[config.mk]
export PLATFORM = sky130hd
export DESIGN_NAME = bfi_ctrl
export DESIGN_NICKNAME = d
export VERILOG_FILES = /design/src/sv/bfi_pkg.sv /design/src/sv/bfi_ctrl.sv
export SDC_FILE = /design/constraint.sdc
export NUM_CORES = 1
export LEC_CHECK = 0
export BUFFER_PORTS_ARGS = -buffer_cell sky130_fd_sc_hd__buf_2
export CELL_PAD_IN_SITES_DETAIL_PLACEMENT = 1
export CELL_PAD_IN_SITES_GLOBAL_PLACEMENT = 1
export CORE_UTILIZATION = 29
export DETAILED_ROUTE_END_ITERATION = 10
export PLACE_DENSITY = 0.83
export SETUP_SLACK_MARGIN = 0.15
export SLEW_MARGIN = 20
export SYNTH_ARGS = -nofsm -noshare
export SYNTH_HDL_FRONTEND = slang
export SYNTH_SLANG_ARGS = --single-unit
[constraint.sdc]
create_clock -name aclk -period 1.29 [get_ports aclk]
set_input_delay 0.0645 -clock aclk [delete_from_list [all_inputs] [get_ports aclk]]
set_output_delay 0.0645 -clock aclk [all_outputs]
set_load 0.03 [all_outputs]
[src/sv/bfi_pkg.sv]
`timescale 1ns / 1ps

package bfi_pkg;

    localparam int TAPE_CELLS = 2048;
    localparam int PROG_DEPTH = 4096;
    localparam int TAPE_AW    = $clog2(TAPE_CELLS);
    localparam int PROG_AW    = $clog2(PROG_DEPTH);
    localparam int PC_W       = PROG_AW + 1;

    localparam logic [TAPE_AW-1:0] TAPE_LAST = TAPE_AW'(TAPE_CELLS - 1);
    localparam logic [PC_W-1:0]    PROG_FULL = PC_W'(PROG_DEPTH);

    // request modes (s_tuser)
    localparam logic [1:0] MODE_RESET = 2'd0;
    localparam logic [1:0] MODE_LOAD  = 2'd1;
    localparam logic [1:0] MODE_STEP  = 2'd2;

    // command characters
    localparam logic [7:0] OP_RIGHT = 8'h3E;  // '>'
    localparam logic [7:0] OP_LEFT  = 8'h3C;  // '<'
    localparam logic [7:0] OP_INC   = 8'h2B;  // '+'
    localparam logic [7:0] OP_DEC   = 8'h2D;  // '-'
    localparam logic [7:0] OP_OUT   = 8'h2E;  // '.'
    localparam logic [7:0] OP_OPEN  = 8'h5B;  // '['
    localparam logic [7:0] OP_CLOSE = 8'h5D;  // ']'

    typedef enum logic [2:0] {
        ST_CLEAR,
        ST_IDLE,
        ST_EXEC,
        ST_SCAN,
        ST_POST
    } bfi_state_t;

    typedef struct packed {
        logic accept;   // request taken this cycle
        logic init;     // reset-mode request: clear registers
        logic load;     // append s_tdata to program store
        logic clr_wr;   // tape clearing sweep write
        logic exec;     // decode and execute fetched instruction
        logic scan;     // one bracket-scan byte
        logic post;     // load the output register
    } bfi_cmd_t;

    typedef struct packed {
        logic clr_last;  // sweep at last cell
        logic fault;
        logic done;      // pc >= program length
        logic scan_go;   // executed bracket needs a scan
        logic scan_end;  // scan found match or failed
        logic out_free;  // output register can take a result
    } bfi_stat_t;

endpackage

[src/sv/bfi_ctrl.sv]
`timescale 1ns / 1ps

module bfi_ctrl
    import bfi_pkg::*;
(
    input  logic       aclk,
    input  logic       aresetn,
    input  logic       s_tvalid,
    input  logic [1:0] s_mode,
    output logic       s_tready,
    input  bfi_stat_t  stat,
    output bfi_cmd_t   cmd
);

    bfi_state_t state_reg, state_next;
    logic       clr_item_reg, clr_item_next;
    logic       accept;

    assign s_tready = (state_reg == ST_IDLE) || ((state_reg == ST_POST) && stat.out_free);
    assign accept   = s_tvalid && s_tready;

    always_ff @(posedge aclk) begin
        if (!aresetn) begin
            state_reg    <= ST_CLEAR;
            clr_item_reg <= 1'b0;
        end else begin
            state_reg    <= state_next;
            clr_item_reg <= clr_item_next;
        end
    end

    // next state
    always_comb begin
        state_next    = state_reg;
        clr_item_next = clr_item_reg;
        case (state_reg)
            ST_CLEAR: begin
                if (stat.clr_last) begin
                    state_next    = clr_item_reg ? ST_POST : ST_IDLE;
                    clr_item_next = 1'b0;
                end
            end
            ST_IDLE, ST_POST: begin
                if (accept) begin
                    case (s_mode)
                        MODE_RESET: begin
                            state_next    = ST_CLEAR;
                            clr_item_next = 1'b1;
                        end
                        MODE_STEP: begin
                            state_next = (!stat.fault && !stat.done) ? ST_EXEC : ST_POST;
                        end
                        default: state_next = ST_POST;
                    endcase
                end else if (state_reg == ST_POST && stat.out_free) begin
                    state_next = ST_IDLE;
                end
            end
            ST_EXEC: state_next = stat.scan_go ? ST_SCAN : ST_POST;
            ST_SCAN: begin
                if (stat.scan_end) begin
                    state_next = ST_POST;
                end
            end
            default: state_next = ST_IDLE;
        endcase
    end

    // commands
    always_comb begin
        cmd        = '0;
        cmd.accept = accept;
        cmd.init   = accept && (s_mode == MODE_RESET);
        cmd.load   = accept && (s_mode == MODE_LOAD);
        cmd.clr_wr = (state_reg == ST_CLEAR);
        cmd.exec   = (state_reg == ST_EXEC);
        cmd.scan   = (state_reg == ST_SCAN);
        cmd.post   = (state_reg == ST_POST) && stat.out_free;
    end

    a_no_accept_in_clear: assert property (@(posedge aclk) disable iff (!aresetn)
        cmd.clr_wr |-> !cmd.accept)
        else $error("request accepted during tape clear");

    a_exec_exit: assert property (@(posedge aclk) disable iff (!aresetn)
        state_reg == ST_EXEC |=> (state_reg == ST_SCAN || state_reg == ST_POST))
        else $error("execute did not move to scan or post");

    a_reset_req_clears: assert property (@(posedge aclk) disable iff (!aresetn)
        cmd.init |=> (state_reg == ST_CLEAR && clr_item_reg))
        else $error("reset request did not start clear sweep");

endmodule

==> results of run 1 <==
[critical path, cell delays in order (launching register included)]
cell and delay (ns):
dfxtp_2 0.33, buf_4 0.14, buf_8 0.14, buf_6 0.12, inv_4 0.06, a21oi_1 0.09
o32a_1 0.37, a21oi_2 0.13
[final timing paths]
path                     start           end  slack [ns]  depth (start not counted)
hold reg to reg   clr_item_reg  clr_item_reg        0.57                          1
setup reg to reg  state_reg[0]  state_reg[2]       -0.19                          7
hold / removal         aresetn  state_reg[0]        0.12                          2
setup / recovery  state_reg[0]  state_reg[2]       -0.19                          7
[cells by family (layout without fill, tap and decap cells)]
family                 count (synthesis)  count (layout)
AND/OR/NAND/NOR                       22              22
AO/OA/AOI/OAI                         15              15
buffers and inverters                  7              42
flip-flops                             4               4
multiplexers                           1               1
[cell type report]
| class | count | area [sq um] | share of cell area (%) |
|---|---|---|---|
| tap | 14 | 17.5 | 2.00 |
| timing repair buffer | 36 | 338 | 38.5 |
| sequential | 4 | 86.3 | 9.84 |
| multi-input combinational | 38 | 399 | 45.5 |
| inverter | 3 | 13.8 | 1.57 |
| clock buffer | 3 | 22.5 | 2.57 |
[through the flow]
stage | total power [W] | instances | TNS (ns)
after global routing | 0.000859 | 98 | -1.24
after CTS | 0.000739 | 96 | -0.381
final | 0.000834 | 98 | -0.972
after detailed placement | 0.000419 | 83 | -0.121
after global placement | 0.000412 | 83 | 0
after floorplan | 0.000344 | 49 | 0
[report_power, final]
group | internal [W] | switching, W | leakage, nW
logic | 0.000261 | 0.000265 | 0.356
clock network | 0.000104 | 0.0000550 | 0.0138
registers | 0.000135 | 0.0000132 | 0.0341
[layer usage]
layer	vias up	global-route usage [%]	routed length [um]
met5	-	0	0
met4	0	8.62	84
met3	8	4.07	145
met2	40	55.8	1210
met1	284	33.4	889
li1	249	-	-
[layout by cell type, fill, tap and decap left out, types with 3 or more instances in the layout]
cell and n:
a21oi_1 3, buf_2 10, buf_4 8, buf_6 14
clkbuf_4 3, nor2_4 3
[what timing repair did]
| item | 4_1_cts | 5_1_grt |
|---|---|---|
| endpoints found under the setup margin | 12 | 12 |
| gates resized for setup | 43 | 12 |
| pin swaps | 8 | 7 |
| buffers inserted | 10 | 2 |
[cell usage after synthesis, types with 2 or more instances]
library cell,instances
o211a_1,2
nand2_1,2
nor3_1,2
dfxtp_1,4
a21oi_1,5
inv_1,2
buf_6,2
and3_1,3
buf_4,2
nor2_1,6
==> results.md, run 1 <==
* Fillers at 112
* Vias post-DR at just under 600
* First-pass GRT wire length at 2.94 mm
* Area delta synth->final at 127%
* WHS at 0.119 ns
* Number of primary I/O pins at 19
* Vias in the first global route at 592
* LEAKAGE at around 0.40 nW
* Mux cell area share after synthesis at 2.59%
* Complex-gate fraction of the synthesized area at 29.4%
* Post-Synth Simple-Gate Area at 34.6%
* Worst clock skew at 0.0139 ns
* Worst setup slack after placement at -0.121 ns
* Worst min path class: in2reg
* Max-Cap Viols at 0
* WL/cell at 23.8 um
* Design area at 877 sq um
* Adder-Cell Fraction of Synth Area at 0%
* Die area at 0.00148 sq mm
* Input/output buffers at 18
* YS warnings at 0
* Top area cells in the synthesized netlist: dfxtp_1 21%, a21oi_1 6.5%, buf_6 5.8%
* GRT Total Usage at 29.6%
* Die Span Y at approximately 39 um
* H-tree levels at 1
* XOR/XNOR Fraction of Synth Area at 0%
* Share of post-route cells with drive strength above 1 at 78.6%
* Post-synth cell types at 29
* Mapped Area at slightly below 400 sq um
* First drt pass iteration count at 4
* Antenna-violating nets left at 0
* Final hold vios at 0
* Clock transition at path regs at 0.05 ns
* Cell Area, Placed at about 530 sq um
* Main combinational cell family by area after synthesis: simple AND/OR/NAND/NOR gates
* CTS hold repair buffers at 0
* Worst-margin pin slew at 0.443 ns
* Die Width at 38.5 um
* DRC violations left at 0
* Post-synth top area cell: dfxtp_1
* Max-slew violation count at 0
* Later-pin clock latency in the skew report at 0.24 ns
* Net count after synthesis at 60
* Max FFs per register at 3
* CP Capture Type: flop
* Fin crit share at 115%
* Largest net degree at the start of global routing at 9
* Core Util, Final at 74.9%
* Number of synthesized flops with an enable pin at 0
* Initial core utilization at 33.0%
* Post-synth top area share at 20.7%
* Syn Inst Count at 49
* Max FO, Critical Path at 8
* GPL Wtd Cong at 0.789
* Synth Register Bits at 4
* 1st-iter DRT viols at 15
* Tmin final at roughly 1.5 ns
* Worst EP arrival at 1.63 ns
* Predominant post-synthesis flop cell: dfxtp_1
* Routed wire length at 2.33 mm
* Register area share after synthesis at 20.7%
* Clk sinks at 4
* Setup Crit Path Kind: reg2reg
* Final worst slack at -0.191 ns
* FFs w/ async S/R, synth at 0%
* Critical Path RT at roughly 1.4 ns
* RSZ-0062 raised after global routing: yes
* Root Driver: clkbuf_4
* Pwr dens at 950 mW/mm^2
* Status: complete, but fails checks
* FP Rows at 12
* Total gr overflow at 0
* Via-to-Cell Ratio at 5.93
* Violations in the final reports: negative setup slack
* Core Area at about 0.0012 sq mm
* Clock Path Buffers at 2
* Fmax at 675 MHz
* Final nets at 97
* Initial antenna violation count at 0
* CTS tree: built
* Crit path launch type: flop
* Mapped Avg Cell Area at 7.89 sq um
* Inserted Clock Buffers at 3
* Setup violators final at 10
* Antenna diodes at 0
* DP HPWL at 922 um
* Relative slew margins at 70.2%
* Peak supply drop at 0.701 mV
(Power assumes the default switching activity.)
==> run 2: changes to the inputs <==
Settings changed: ABC_AREA set to 1, CORE_UTILIZATION 29 to 26, PLACE_DENSITY 0.83 to 0.81.
==> run 2 against run 1 <==
  * The run still ends with negative setup slack left
  * Largest cell class unchanged
  * Via count is 9.3% lower
  * Clock power hardly changed
  * Hold slack worse by 0.031 ns
  * Combinational power is 120% higher
  * Setup slack better by 0.076 ns
  * Non-clock buffer count is 8 lower
  * Critical endpoint is now state_reg[0]
  * Critical path type unchanged
  * Die area is 11% higher
==> results.md, run 2 <==
* Status: complete, but fails checks
* Violations in the final reports: negative setup slack
* Mux cell area share after synthesis at 0% (-2.6 points)
* DR top layer: met3
* Final nets at 111 (+14%)
* Relative slew margins at 85.5% (+15 points)
* Worst reg2reg path endpoint: state_reg[0]
* Max-slew violation count at 0 (unchanged)
* Commonest cells after routing, fill and taps aside: 11 x nand2_1, 11 x buf_2, 10 x inv_1, 9 x buf_6, 8 x buf_4
* GRT Total Usage at 18.5% (-11 points)
* Vias in the first global route at 493 (-17%)
* GPL Wtd Cong at 0.835 (+5.7%)
* Max FFs per register at 3 (unchanged)
* Post-Synth Simple-Gate Area at 46.3% (+12 points)
* Setup Crit Path Kind: reg2reg
* 1st-iter DRT viols at 11 (-4)
* Power share of the sequential group at 15.8% (-2.0 points)
* Cell Area, Placed at 533 sq um (+0.47%)
* Setup violators final at 5 (-5)
* Net count after synthesis at 79 (+32%)
* Antenna-violating nets left at 0 (unchanged)
* CTS tree: built
* Clk sinks at 4 (unchanged)
* Die Span Y at 40.6 um (+5.3%)
* Post-synth top area share at 20.7% (unchanged)
* Comb pwr share at 74.0% (+11 points)
* Antenna diodes at 0 (unchanged)
* H-tree levels at 1 (unchanged)
* Worst EP arrival at 1.53 ns (-0.10 ns)
* Complex-gate fraction of the synthesized area at 15.5% (-14 points)
* DP HPWL at 935 um (+1.5%)
* Register area share after synthesis at 20.7% (unchanged)
* Final hold vios at 0 (unchanged)
* Fmax at 712 MHz (+5.4%)
* Max FO, Critical Path at 4 (-4)
* Syn Inst Count at 68 (+39%)
* Vias post-DR at 527 (-9.3%)
* Mapped Avg Cell Area at 5.69 sq um (-28%)
* Cell with the most instances after synthesis: nand2_1
* Largest net degree at the start of global routing at 6 (-3)
* Pwr dens at 2060 mW/mm^2 (+120%)
* Post-synth top area cell: dfxtp_1
* Synth cell count leaders: 17 x nand2_1, 14 x inv_1, 10 x nor2_1
* Total power at 0.00157 W (+88%)
* Min-Delay Startpoint: aresetn
* Inserted Clock Buffers at 3 (unchanged)
* Via-to-Cell Ratio at 4.66 (-21%)
* Worst clock skew at 0.00855 ns (-0.00537 ns)
* Worst reg2reg path depth at 10 (+3)
* Clock network power share at 10.3% (-8.8 points)
* Initial antenna violation count at 0 (unchanged)
* Die Width at 40.6 um (+5.3%)
* Sw Ratio at 51.1% (+11 points)
* Fin crit share at 109% (-5.9 points)
* Worst-margin pin slew at 0.218 ns (-0.225 ns)
* Worst min path class: in2reg
* FFs w/ async S/R, synth at 0% (unchanged)
* RSZ-0062 raised after global routing: yes
* Internal at 0.000767 W (+53%)
* Top area cells in the synthesized netlist: dfxtp_1 21%, nand2_1 17%, inv_1 14%
* Peak supply drop at 1.21 mV (+72%)
* First-pass GRT wire length at 2.03 mm (-31%)
* Post-synth cell types at 18 (-38%)
* Switching Power at 0.000801 W (+140%)
* Worst setup slack after placement at 0.0533 ns (+0.174 ns)
* Number of synthesized flops with an enable pin at 0 (unchanged)
* Synth Register Bits at 4 (unchanged)
* Die area at 0.00165 sq mm (+11%)
* Root Driver: clkbuf_4
* Later-pin clock latency in the skew report at 0.24 ns (about the same)
* First drt pass iteration count at 3 (-1)
* YS warnings at 0 (unchanged)
* Area delta synth->final at 96.4%
* R2R setup slack at -0.11 ns (+0.08 ns)
* Clock Path Buffers at 2 (unchanged)
* Met2 WL at 792 um (-35%)
* LEAKAGE at 0.418 nW (+3.5%)
* Core Area at 0.00135 sq mm (+15%)
* FF-to-FF Start: state_reg[1]
* DRC violations left at 0 (unchanged)
* Share of post-route cells with drive strength above 1 at 65.3% (-13 points)
* Met1 Wirelength at 774 um (-13%)
* Mapped Area at 387 sq um (unchanged)
* Main combinational cell family by area after synthesis: simple AND/OR/NAND/NOR gates
* CP Capture Type: flop
* Critical Path RT at 1.42 ns (-0.02 ns)
* Initial core utilization at 28.6% (-4.4 points)
* WL/cell at 14.1 um (-41%)
* Setup_tns at -0.250 ns (+0.722 ns)
* Input/output buffers at 18 (unchanged)
* DR WL met3 at 23 um (-84%)
* FP Rows at 13 (+1)
* Adder-Cell Fraction of Synth Area at 0% (unchanged)
* Core Util, Final at 56.3% (-19 points)
* Hold Path Stages at 3 (+1)
* Crit path launch type: flop
* Clock transition at path regs at 0.04 ns (about the same)
* Final worst slack at -0.115 ns (+0.0764 ns)
* Max-Cap Viols at 0 (unchanged)
* Routed wire length at 1.59 mm (-32%)
* WHS Endpoint: state_reg[1]
* Total gr overflow at 0 (unchanged)
* Origin of the worst setup path: state_reg[1]
* Design area at 759 sq um (-13%)
* Number of primary I/O pins at 19 (unchanged)
* Tmin final at 1.40 ns (-0.0764 ns)
* Predominant post-synthesis flop cell: dfxtp_1
* XOR/XNOR Fraction of Synth Area at 0% (unchanged)
==> run 2: cell type report <==
cell class | instances | area (sq um)
multi-input combinational | 47 | 343
clock buffer | 3 | 22.5
fill | 179 | 591
inverter | 16 | 67.6
sequential | 4 | 91.3
tap | 15 | 18.8
timing repair buffer | 28 | 216
==> run 2: cells by family after synthesis <==
| logic type | count (synthesis) |
|---|---|
| compound gates | 8 |
| simple gates | 39 |
| buf+inv | 17 |
| flops | 4 |
==> run 2: timing repair <==
item | in CTS | in global routing
setup endpoints to repair | 10 | 12
setup buffers | 7 | 3
pin swaps | 4 | 11
resized for setup | 18 | 23
hold buffers | 0 | 0
cloned | 0 | 0
==> run 2: critical path: stages (launching register included) <==
cell and delay, ns:
dfxtp_4 0.36, inv_2 0.10, nand3_2 0.12, nand2_4 0.11, nand2_4 0.07, buf_4 0.14, buf_6 0.11, nand2_1 0.05
nand2_1 0.06, nor2_1 0.11, nor2_1 0.07
==> run 2: stage by stage <==
stage | cells | hold WS, ns
2_1_floorplan | 68 | 0.169
3_3_place_gp | 100 | 0.315
3_5_place_dp | 100 | 0.316
4_1_cts | 110 | 0.0739
5_1_grt | 113 | 0.0895
6_report | 113 | 0.0877
==> run 2: worst max path at each step <==
| stage | slack, ns | depth (start not counted) | to |
|---|---|---|---|
| 6_report | -0.11 | 10 | state_reg[0] |
| 5_1_grt | -0.19 | 10 | state_reg[0] |
| 4_1_cts | -0.06 | 8 | cmd[5] |
| 3_5_place_dp | 0.05 | 6 | state_reg[2] |
| 3_3_place_gp | 0.08 | 6 | state_reg[2] |
| 2_1_floorplan | 0.11 | 8 | state_reg[2] |
==> run 2: power by group through the flow <==
stage	combinational, W	sequential, W	clock [W]
CTS	0.00103	0.000232	0.000165
detailed placement	0.000785	0.000240	0
global placement	0.000772	0.000236	0
finish	0.00116	0.000247	0.000161
floorplan	0.000641	0.000225	0
global route	0.00125	0.000254	0.000172
==> run 2: per-layer routing <==
| layer | vias up | global-route usage (%) |
|---|---|---|
| li1 | 267 | - |
| met1 | 254 | 24.3 |
| met2 | 6 | 31.7 |
| met3 | 0 | 1.67 |
| met4 | 0 | 5.00 |
| met5 | - | 0 |
